[config.mk]
export PLATFORM = sky130hd
export DESIGN_NAME = vsrt_matrix
export DESIGN_NICKNAME = d
export VERILOG_FILES = /design/src/design/vsrt_pkg.sv /design/src/design/vsrt_matrix.sv
export SDC_FILE = /design/constraint.sdc
export NUM_CORES = 2
export LEC_CHECK = 0
export BUFFER_PORTS_ARGS = -buffer_cell sky130_fd_sc_hd__buf_2
export CORE_UTILIZATION = 62
export DETAILED_ROUTE_END_ITERATION = 6
export PLACE_DENSITY = 0.87
export SLEW_MARGIN = 10
export SYNTH_ARGS = -nofsm -noshare
export SYNTH_HDL_FRONTEND = slang
export SYNTH_SLANG_ARGS = --single-unit
[constraint.sdc]
create_clock -name clk -period 13.9 [get_ports clk]
set_clock_uncertainty 0.2 [all_clocks]
set_input_delay 1.39 -clock clk [delete_from_list [all_inputs] [get_ports clk]]
set_output_delay 1.39 -clock clk [all_outputs]
set_load 0.02 [all_outputs]
[src/design/vsrt_pkg.sv]
// shared types, register codes and constants for the vertex scale/rotate/translate unit
// no dependencies

package vsrt_pkg;

	localparam int MAT_W      = 19;
	localparam int ATAN_STEPS = 24;

	typedef logic signed [MAT_W-1:0] mat_entry_t;
	typedef mat_entry_t [8:0] mat_t;

	typedef struct packed {
		logic signed [31:0] vertex_x;
		logic signed [31:0] vertex_y;
		logic signed [31:0] vertex_z;
		logic               last_vertex;
	} vertex_t;

	typedef struct packed {
		logic signed [31:0] moved_x;
		logic signed [31:0] moved_y;
		logic signed [31:0] moved_z;
		logic               overflow;
		logic               last_out;
	} result_t;

	typedef enum logic [2:0] {
		REG_ANGLES  = 3'd0,
		REG_SCALE_X = 3'd1,
		REG_SCALE_Y = 3'd2,
		REG_SCALE_Z = 3'd3,
		REG_SHIFT_X = 3'd4,
		REG_SHIFT_Y = 3'd5,
		REG_SHIFT_Z = 3'd6
	} reg_idx_t;

	typedef enum logic [2:0] {
		ST_START,
		ST_CORDIC,
		ST_FINISH,
		ST_MATRIX,
		ST_READY
	} bld_state_t;

	typedef enum logic [3:0] {
		OP_SX, OP_CX, OP_SY, OP_CY, OP_SZ, OP_CZ, OP_SXSY, OP_CXSY, OP_ONE
	} opsel_t;

	typedef enum logic [1:0] {
		DST_T, DST_SXSY, DST_CXSY, DST_MAT
	} dst_t;

	typedef struct packed {
		opsel_t     a;
		opsel_t     b;
		logic       neg;
		logic       add_t;
		dst_t       dst;
		logic [3:0] idx;
	} mstep_t;

	localparam logic [3:0] LAST_STEP = 4'd14;
	localparam logic signed [32:0] CORDIC_GAIN = 33'sd652032874;

	function automatic logic [31:0] atan_f(input logic [4:0] i);
		logic [31:0] r;
		unique case (i)
			5'd0:  r = 32'd536870912;
			5'd1:  r = 32'd316933406;
			5'd2:  r = 32'd167458907;
			5'd3:  r = 32'd85004756;
			5'd4:  r = 32'd42667331;
			5'd5:  r = 32'd21354465;
			5'd6:  r = 32'd10679838;
			5'd7:  r = 32'd5340245;
			5'd8:  r = 32'd2670163;
			5'd9:  r = 32'd1335087;
			5'd10: r = 32'd667544;
			5'd11: r = 32'd333772;
			5'd12: r = 32'd166886;
			5'd13: r = 32'd83443;
			5'd14: r = 32'd41722;
			5'd15: r = 32'd20861;
			5'd16: r = 32'd10430;
			5'd17: r = 32'd5215;
			5'd18: r = 32'd2608;
			5'd19: r = 32'd1304;
			5'd20: r = 32'd652;
			5'd21: r = 32'd326;
			5'd22: r = 32'd163;
			5'd23: r = 32'd81;
			default: r = 32'd0;
		endcase
		return r;
	endfunction

	// one product per step: dst = (neg ? -a*b : a*b) + (add_t ? t : 0)
	function automatic mstep_t mstep_f(input logic [3:0] s);
		mstep_t m;
		unique case (s)
			4'd0:  m = '{OP_SX,   OP_SY,  1'b0, 1'b0, DST_SXSY, 4'd0};
			4'd1:  m = '{OP_CX,   OP_SY,  1'b0, 1'b0, DST_CXSY, 4'd0};
			4'd2:  m = '{OP_CY,   OP_CZ,  1'b0, 1'b0, DST_MAT,  4'd0};
			4'd3:  m = '{OP_CX,   OP_SZ,  1'b1, 1'b0, DST_T,    4'd0};
			4'd4:  m = '{OP_SXSY, OP_CZ,  1'b0, 1'b1, DST_MAT,  4'd1};
			4'd5:  m = '{OP_SX,   OP_SZ,  1'b0, 1'b0, DST_T,    4'd0};
			4'd6:  m = '{OP_CXSY, OP_CZ,  1'b0, 1'b1, DST_MAT,  4'd2};
			4'd7:  m = '{OP_CY,   OP_SZ,  1'b0, 1'b0, DST_MAT,  4'd3};
			4'd8:  m = '{OP_CX,   OP_CZ,  1'b0, 1'b0, DST_T,    4'd0};
			4'd9:  m = '{OP_SXSY, OP_SZ,  1'b0, 1'b1, DST_MAT,  4'd4};
			4'd10: m = '{OP_SX,   OP_CZ,  1'b1, 1'b0, DST_T,    4'd0};
			4'd11: m = '{OP_CXSY, OP_SZ,  1'b0, 1'b1, DST_MAT,  4'd5};
			4'd12: m = '{OP_SY,   OP_ONE, 1'b1, 1'b0, DST_MAT,  4'd6};
			4'd13: m = '{OP_SX,   OP_CY,  1'b0, 1'b0, DST_MAT,  4'd7};
			4'd14: m = '{OP_CX,   OP_CY,  1'b0, 1'b0, DST_MAT,  4'd8};
			default: m = '{OP_ONE, OP_ONE, 1'b0, 1'b0, DST_T,   4'd0};
		endcase
		return m;
	endfunction

endpackage

[src/design/vsrt_matrix.sv]
// rotation matrix builder: shared cordic for the three angles, then one product per cycle
// depends on vsrt_pkg

module vsrt_matrix #(
	parameter int TRIG_ITERATIONS = 16
) (
	input  logic          clk,
	input  logic          arst_n,
	input  logic          restart,
	input  logic [47:0]   angles,
	output vsrt_pkg::mat_t mat,
	output logic          ready
);
	import vsrt_pkg::*;

	localparam int NIT = (TRIG_ITERATIONS < ATAN_STEPS) ? TRIG_ITERATIONS : ATAN_STEPS;
	localparam logic [4:0] LAST_IT = 5'(NIT - 1);

	bld_state_t state_q, state_nxt;
	logic [1:0] ang_q;
	logic [4:0] it_q;
	logic [3:0] step_q;
	logic signed [32:0] x_q, y_q, z_q;
	logic neg_q;
	mat_entry_t sin_q [3];
	mat_entry_t cos_q [3];
	mat_entry_t sxsy_q, cxsy_q, t_q;
	mat_t mat_q;

	logic [15:0] a16;
	logic signed [32:0] z0, z_fold;
	logic fold;
	logic signed [32:0] xs, ys, xn, yn, zn;
	logic signed [32:0] xf, yf;
	logic signed [18:0] cos_r, sin_r;
	mstep_t ms;
	mat_entry_t opa, opb, pres;
	logic signed [37:0] prod;
	logic signed [21:0] prnd;

	function automatic logic signed [18:0] rclamp(input logic signed [32:0] v);
		logic signed [32:0] r;
		r = (v + 33'sd8192) >>> 14;
		if (r > 33'sd65536)       return 19'sd65536;
		else if (r < -33'sd65536) return -19'sd65536;
		else                      return r[18:0];
	endfunction

	always_comb begin
		unique case (ang_q)
			2'd0:    a16 = angles[15:0];
			2'd1:    a16 = angles[31:16];
			default: a16 = angles[47:32];
		endcase
		z0 = 33'(signed'({a16, 16'h0000}));
		fold = 1'b0;
		z_fold = z0;
		if (z0 > 33'sd1073741824) begin
			z_fold = z0 - 33'sd2147483648;
			fold = 1'b1;
		end else if (z0 < -33'sd1073741824) begin
			z_fold = z0 + 33'sd2147483648;
			fold = 1'b1;
		end
	end

	always_comb begin
		xs = x_q >>> it_q;
		ys = y_q >>> it_q;
		if (!z_q[32]) begin
			xn = x_q - ys;
			yn = y_q + xs;
			zn = z_q - 33'(atan_f(it_q));
		end else begin
			xn = x_q + ys;
			yn = y_q - xs;
			zn = z_q + 33'(atan_f(it_q));
		end
		xf = neg_q ? -x_q : x_q;
		yf = neg_q ? -y_q : y_q;
		cos_r = rclamp(xf);
		sin_r = rclamp(yf);
	end

	function automatic mat_entry_t pick(input opsel_t o, input mat_entry_t sx, input mat_entry_t cx,
			input mat_entry_t sy, input mat_entry_t cy, input mat_entry_t sz,
			input mat_entry_t cz, input mat_entry_t sxsy, input mat_entry_t cxsy);
		mat_entry_t r;
		unique case (o)
			OP_SX:   r = sx;
			OP_CX:   r = cx;
			OP_SY:   r = sy;
			OP_CY:   r = cy;
			OP_SZ:   r = sz;
			OP_CZ:   r = cz;
			OP_SXSY: r = sxsy;
			OP_CXSY: r = cxsy;
			default: r = 19'sd65536;
		endcase
		return r;
	endfunction

	always_comb begin
		ms = mstep_f(step_q);
		opa = pick(ms.a, sin_q[0], cos_q[0], sin_q[1], cos_q[1], sin_q[2], cos_q[2],
			sxsy_q, cxsy_q);
		opb = pick(ms.b, sin_q[0], cos_q[0], sin_q[1], cos_q[1], sin_q[2], cos_q[2],
			sxsy_q, cxsy_q);
		prod = 38'(opa) * 38'(opb);
		prnd = 22'((prod + 38'sd32768) >>> 16);
		pres = (ms.neg ? -prnd[18:0] : prnd[18:0]) + (ms.add_t ? t_q : 19'sd0);
	end

	always_comb begin
		state_nxt = state_q;
		unique case (state_q)
			ST_START:  state_nxt = ST_CORDIC;
			ST_CORDIC: if (it_q == LAST_IT) state_nxt = ST_FINISH;
			ST_FINISH: state_nxt = (ang_q == 2'd2) ? ST_MATRIX : ST_START;
			ST_MATRIX: if (step_q == LAST_STEP) state_nxt = ST_READY;
			ST_READY:  state_nxt = ST_READY;
			default:   state_nxt = ST_START;
		endcase
		if (restart) state_nxt = ST_START;
	end

	always_ff @(posedge clk or negedge arst_n) begin
		if (!arst_n) begin
			state_q <= ST_START;
			ang_q   <= 2'd0;
			it_q    <= 5'd0;
			step_q  <= 4'd0;
		end else begin
			state_q <= state_nxt;
			if (restart) begin
				ang_q <= 2'd0;
			end else begin
				unique case (state_q)
					ST_START:  it_q <= 5'd0;
					ST_CORDIC: it_q <= it_q + 5'd1;
					ST_FINISH: begin
						ang_q  <= (ang_q == 2'd2) ? 2'd0 : ang_q + 2'd1;
						step_q <= 4'd0;
					end
					ST_MATRIX: step_q <= step_q + 4'd1;
					default:   ;
				endcase
			end
		end
	end

	always_ff @(posedge clk) begin
		unique case (state_q)
			ST_START: begin
				x_q   <= CORDIC_GAIN;
				y_q   <= '0;
				z_q   <= z_fold;
				neg_q <= fold;
			end
			ST_CORDIC: begin
				x_q <= xn;
				y_q <= yn;
				z_q <= zn;
			end
			ST_FINISH: begin
				sin_q[ang_q] <= sin_r;
				cos_q[ang_q] <= cos_r;
			end
			ST_MATRIX: begin
				unique case (ms.dst)
					DST_T:    t_q    <= pres;
					DST_SXSY: sxsy_q <= pres;
					DST_CXSY: cxsy_q <= pres;
					default:  mat_q[ms.idx] <= pres;
				endcase
			end
			default: ;
		endcase
	end

	assign mat   = mat_q;
	assign ready = (state_q == ST_READY);

endmodule

; After elaboration in Yosys (flattened, before gate mapping)
; Memory sizes are Yosys's and may differ from the RTL's.
; Index checks and enable logic that the tools add are counted.
[classes]
n_mux = 37
magnitude_cmp = 8
n_reduce_logical = 17
bitwise = 2
shifts = 2
add_sub_neg = 18
multipliers = 1
eq_ne = 26
[op_table]
columns = operator, n
row1 = one-hot mux 19 bit (8 select lines), 2
row2 = 2-to-1 mux 33 bit, 7
row3 = one-hot mux 33 bit (2 select lines), 3
row4 = bitwise mux 171 bit, 1
row5 = 2-to-1 mux 19 bit, 7
row6 = demux 19 bit (select 4 bit), 1
row7 = adder 33 x 15 -> 33 bit (second input constant), 2
row8 = adder 33 bit, 2
row9 = negation 33 bit, 2
row10 = >>> shifter 33 x 5 -> 33 bit, 2
row11 = subtractor 33 bit, 2
row12 = 2-to-1 mux 32 bit, 2
row13 = > comparator 19 x 18 -> 1 bit (second input constant), 2
row14 = less-than comparator 19 x 17 -> 1 bit (second input constant), 2
row15 = adder 35 x 17 -> 35 bit (second input constant), 1
row16 = multiplier 19 x 19 -> 35 bit, 1
row17 = adder 32 x 33 -> 33 bit (second input constant), 1
row18 = adder 33 x 32 -> 33 bit, 1
row19 = subtractor 32 x 33 -> 33 bit (second input constant), 1
row20 = subtractor 33 x 32 -> 33 bit, 1
row21 = == test 4 x 3 -> 1 bit (second input constant), 8
row22 = > comparator 32 bit (second input constant), 1
row23 = less-than comparator 32 x 31 -> 1 bit (second input constant), 1
row24 = one-hot mux 16 bit (2 select lines), 1
row25 = other kinds (31), 57
[totals]
ff_bits = 342
elab_cells = 136
memories = 5
output_inout_bits = 172
ram_bits = 114
romBits = 2176
inputBits = 51
[mem_list]
columns = name, words, width, read_ports, rd_ports_with_merged_regs, wr, line
row1 = (no name shown), 32, 30, 1, 0, 0, vsrt_pkg.sv:67  ; unique case (i)
row2 = (no name shown), 32, 30, 1, 0, 0, vsrt_pkg.sv:67
row3 = (no name shown), 16, 16, 1, 0, 0, vsrt_pkg.sv:100  ; unique case (s)
row4 = cos_q, 3, 19, 3, 0, 1, vsrt_matrix.sv:26  ; mat_entry_t cos_q [3];
row5 = sin_q, 3, 19, 3, 0, 1, vsrt_matrix.sv:25  ; mat_entry_t sin_q [3];

; Depth between registers and ports, before layout
; An unclocked memory read counts as a cell.
[depth]
ltp_word = 9
depth_mapped = 54
ltp_nobuf = 49

; Worst setup path before layout
; Ideal clock, no wire load.
[synth_timing]
path_kind = register to register
startpoint = register step_q[0]
endpoint = register cxsy_q[18], data pin
setup_time_ns = 0.275
n_path_buf = 5
arrival_time_ns = 11.396
stages_incl_launch_ff = 49
path_slack_ns = 2.029
synth_period_minus_slack_ns = 11.871
required_time_ns = 13.425
cell_sequence = dfrtp_1 > clkbuf_1 > inv_1 > ha_1 > buf_4 > mux4_2 > buf_1 > clkbuf_1 > mux2i_1 > o21ai_0 > nand2_1 > nand3_1 > clkbuf_1 > nand2_1 > fa_1 > inv_1 > fa_1 > inv_1 > (+13 left out) > inv_1 > ha_1 > nor2_1 > a21oi_1 > fa_1 > a21o_1 > a21oi_1 > o21bai_1 > a21oi_1 > o21ai_0 > a211oi_1 > nor2_1 > o41a_1 > nand4_1 > a31oi_1 > xnor2_1 > xnor2_1 > xnor2_1
[synth_via]
elab_chain_len = 8
word_cells_on_any_way = 25
classes_between = add/sub (3) / mul (1) / eq/ne (14) / mux (4) / reduce/logical (2) / memory (1)
[synth_rtl]
columns = item, line
row1 = "start, declared", vsrt_matrix.sv:22  ; logic [3:0] step_q;
row2 = "start signal, assigned", vsrt_matrix.sv:145  ; ST_MATRIX: step_q <= step_q + 4'd1;
row3 = memory (16 x 16 bit) *, --
row4 = == test 4 x 3 -> 1 bit (tied with other cells), vsrt_matrix.sv:89  ; unique case (o)
row5 = one-hot mux 19 bit (8 select lines), vsrt_matrix.sv:89
row6 = multiplier 19 x 19 -> 35 bit, vsrt_matrix.sv:109  ; prod = 38'(opa) * 38'(opb);
row7 = adder 35 x 17 -> 35 bit, vsrt_matrix.sv:110  ; prnd = 22'((prod + 38'sd32768) >>> 16);
row8 = negation 19 bit, vsrt_matrix.sv:111  ; pres = (ms.neg ? -prnd[18:0] : prnd[18:0]) + (ms.add_t ? t_q : 19'sd0);
row9 = 2-to-1 mux 19 bit, vsrt_matrix.sv:111
row10 = adder 19 bit *, vsrt_matrix.sv:111
row11 = net pres[18], vsrt_matrix.sv:37  ; mat_entry_t opa, opb, pres;
row12 = "end signal, assigned", vsrt_matrix.sv:173  ; DST_CXSY: cxsy_q <= pres;
row13 = "end, declared", vsrt_matrix.sv:27  ; mat_entry_t sxsy_q, cxsy_q, t_q;
; The timed path passes the listed nets; every way through them passes the cells marked *.
; A chain may end at the register's enable or synchronous reset.

; Worst setup path after layout
[layout_timing]
startpoint = register step_q[2]
endpoint = register mat_q, in the netlist mat[92], data pin
[layout_via]
elab_chain_len = 9
word_cells_on_any_way = 31
classes_between = add/sub (3) / mul (1) / order compare (2) / eq/ne (14) / mux (7) / reduce/logical (3) / memory (1)
[layout_rtl]
columns = item, line
row1 = memory (16 x 16 bit) *, --
row2 = == test 4 x 3 -> 1 bit (tied with other cells), vsrt_matrix.sv:89
row3 = one-hot mux 19 bit (8 select lines), vsrt_matrix.sv:89
row4 = multiplier 19 x 19 -> 35 bit, vsrt_matrix.sv:109
row5 = adder 35 x 17 -> 35 bit, vsrt_matrix.sv:110
row6 = negation 19 bit, vsrt_matrix.sv:111
row7 = 2-to-1 mux 19 bit, vsrt_matrix.sv:111
row8 = adder 19 bit *, vsrt_matrix.sv:111
row9 = net pres[16], vsrt_matrix.sv:37
row10 = bitwise mux 171 bit *, vsrt_matrix.sv:174  ; default: mat_q[ms.idx] <= pres;
row11 = "end signal, assigned by index", vsrt_matrix.sv:174
row12 = "end, declared", vsrt_matrix.sv:28  ; mat_t mat_q;
; Marked as above.

==> summary.md <==
| Metric | Value |
|---|---|
| Worst EP arrival | `13370 ps` |
| Via count | `36217` |
| Share of layout cells above drive strength 1 | `0.132` |
| Clock sink count | `456` |
| Clock Path Buffers | `3` |
| Fin cells | `5584` |
| Largest family of logic cells by synthesized area | `adder cells` |
| DRT Pass-1 Iters | `7` |
| Slowest-stage cell, CP | `xor2_1` |
| Synthesized flop and latch total | `456` |
| Synth area leader | `edfxtp_1` |
| Final net count | `5244` |
| Hold Path Class | `flip-flop to flip-flop` |
| Async SR Flop Fraction | `0.0307` |
| Core ar. | `70000 um^2` |
| Yosys top cell area share | `0.302` |
| Commonest cells post-synth | `nand2_1, edfxtp_1, inv_1` |
| Setup violators final | `0` |
| DR DRC count | `4` |
| Mux cell area share after synthesis | `0.0628` |
| Post-synthesis simple-gate area fraction | `0.149` |
| Number of core rows | `97` |
| Buffers & Inverters on Critical Path | `3` |
| Die Height | `268 um` |
| Max Fclk | `0.0751 GHz` |
| Crit start category | `flip-flop` |
| Critical Path Most Common Cell | `fa_1` |
| Compound-Gate Fraction of Synth Area | `0.131` |
| Post-CTS sizing | `0` |
| GR Util All Layers | `0.353` |
| Cells after DPL | `5497` |
| CP delay by family, top | `adder cells` |
| Detailed-route wire length per cell | `22.8 um` |
| Largest net degree at the start of global routing | `88` |
| CP max FO | `25` |
| Final worst-path cycle share | `0.957` |
| Status | `finished, violations left` |
| # port buffers | `222` |
| Yosys warns | `0` |
| Max Used Layer | `met5` |
| Most common flop cell mapped by yosys | `edfxtp_1` |
| Final ANT Viol Nets | `0` |
| # IOs | `223` |
| Adder-cell share of the synthesized area | `0.227` |
| Wire length on met2 | `58900 um` |
| Initial core utilization | `0.627` |
| Clock Pin Slew Worst Setup and Hold Paths | `60 ps` |
| Yosys cell types | `115` |
| Worst skew pair latency | `650 ps` |
| RePlAce Congestion | `1.04` |
| Sequential area share after synthesis | `0.310` |
| Total CTS buffers | `47` |
| CTS tree | `built` |
| Root buffer cell | `clkbuf_16` |
| Worst path max stage delay | `900 ps` |
| Global-route wire length before repair | `196000 um` |
| Max-cap violations | `0` |
| Diodes inserted | `0` |
| Area grow syn2layout | `8.69%` |
| Post-CTS Setup Inserts | `0` |
| Top-count cell post-synth | `nand2_1` |
| Number of global-route vias before repair | `35770` |
| Worst-margin pin slew | `1340 ps` |
| DR vias/cell | `6.49` |
| Syn Nets | `5098` |
| Synth area leaders | `edfxtp_1, fa_1, ha_1, nand2_1, mux4_2` |
| Setup tns final | `0 ps` |
| Kind of critical path | `flip-flop to flip-flop` |
| Metal-1 WL | `45400 um` |
| Routed wire length | `127000 um` |
| Tmin final | `13310 ps` |
| Mapped Area | `43900 um^2` |
| DIE AREA | `71900 um^2` |
| Grt total ovfl | `0` |
| EDFF count, synth | `442` |
| Hold-fix buffers at CTS | `0` |
| Dpl hpwl | `95400 um` |
| Metal3 WL | `15500 um` |
| Final Hold Vio Count | `0` |
| DRC marker count from the first detailed-route iteration | `4864` |
| RSZ-0062 raised after global routing | `false` |
| Syn avg cell area | `9.84 um^2` |
| Violated checks | `design-rule violations` |
| Synth Area in XOR/XNOR | `0.0586` |
| Rel. slew slack | `0.102` |
| Initial antenna violation count | `3` |
| Cells after Synth | `4460` |
| Die W | `268 um` |
| H-tree levels | `2` |
| CP required | `13970 ps` |
| Slew Viols, Final | `0` |
| Crit path capture type | `flip-flop` |
## routing by layer
metal,GRT usage,vias up
li1,-,15859
met1,0.447,17431
met2,0.557,2388
met3,0.0913,537
met4,0.189,2
met5,0,-
## worst min-delay path: stages (launching register included)
cell     delay (ps)
dfrtp_1         340
inv_1           100
nand2_1          80
o21ai_0          70
## layout make-up
type,count,area (um^2)
clock buffer,55,1240
clock inverter,32,333
fill,5129,22300
inverter,448,1680
multi-input combinational,3326,27800
sequential,456,13600
tap,940,1180
timing repair buffer,327,1900
## state kept, by name (all words and copies together) (netlist names)
name,count
ang_q,2
state_q,3
step_q,4
mat,171
t_q,19
neg_q,1
cos_q,57
y_q,33
sin_q,57
sxsy_q,19
cxsy_q,19
it_q,5
z_q,33
x_q,33
## per-stage QoR
| stage | setup slack [ps] | utilization | area (um^2) | hold slack (ps) |
|---|---|---|---|---|
| detailed placement | 856 | 0.659 | 46200 | 432 |
| floorplan | 2030 | - | 43900 | 422 |
| CTS | 844 | 0.681 | 47700 | 442 |
| global route | 8.64 | 0.681 | 47700 | 485 |
| global placement | 1330 | 0.659 | 46200 | 413 |
| finish | 593 | 0.681 | 47700 | 442 |
## cells in the final DEF (no fill, tap or decap), types with 48 or more instances in the layout
cell type	count
nand2_1	526
a21oi_1	269
nor3_1	72
buf_4	105
nor2b_1	59
xor2_1	117
mux4_2	85
a21o_1	56
buf_2	222
nand3_1	50
o21ai_0	170
mux2i_1	65
fa_1	350
edfxtp_1	442
clkbuf_16	48
nor2_1	412
xnor2_1	167
inv_1	440
ha_1	237
and2_1	50
## final timing paths
check	from	to	slack, ps	cells after the start
min	step_q[0]$_DFFE_PN0P_	step_q[0]$_DFFE_PN0P_	440	3
max	step_q[2]$_DFFE_PN0P_	mat[92]$_DFFE_PP_	590	37
max reg2reg	step_q[2]$_DFFE_PN0P_	mat[92]$_DFFE_PP_	590	37
min in group asynchronous	arst_n	it_q[2]$_DFFE_PN0P_	540	1
min reg2reg	step_q[0]$_DFFE_PN0P_	step_q[0]$_DFFE_PN0P_	440	3
max in group asynchronous	arst_n	it_q[1]$_DFFE_PN0P_	12570	1
## kinds of logic (layout without fill, tap and decap cells)
family                     count (synthesis)  count (layout)
and+or+nand+nor                         1408            1408
DFF                                      456             456
buffers and inverters                    678             862
muxes                                    167             167
xor gates and xnor gates                 292             292
AOI/OAI and AO/OA                        872             872
adders and majority gates                587             587
Power is left out: the tool's default activity adds up to more than one toggle a clock period on the data nets, which glitch-free logic cannot reach.
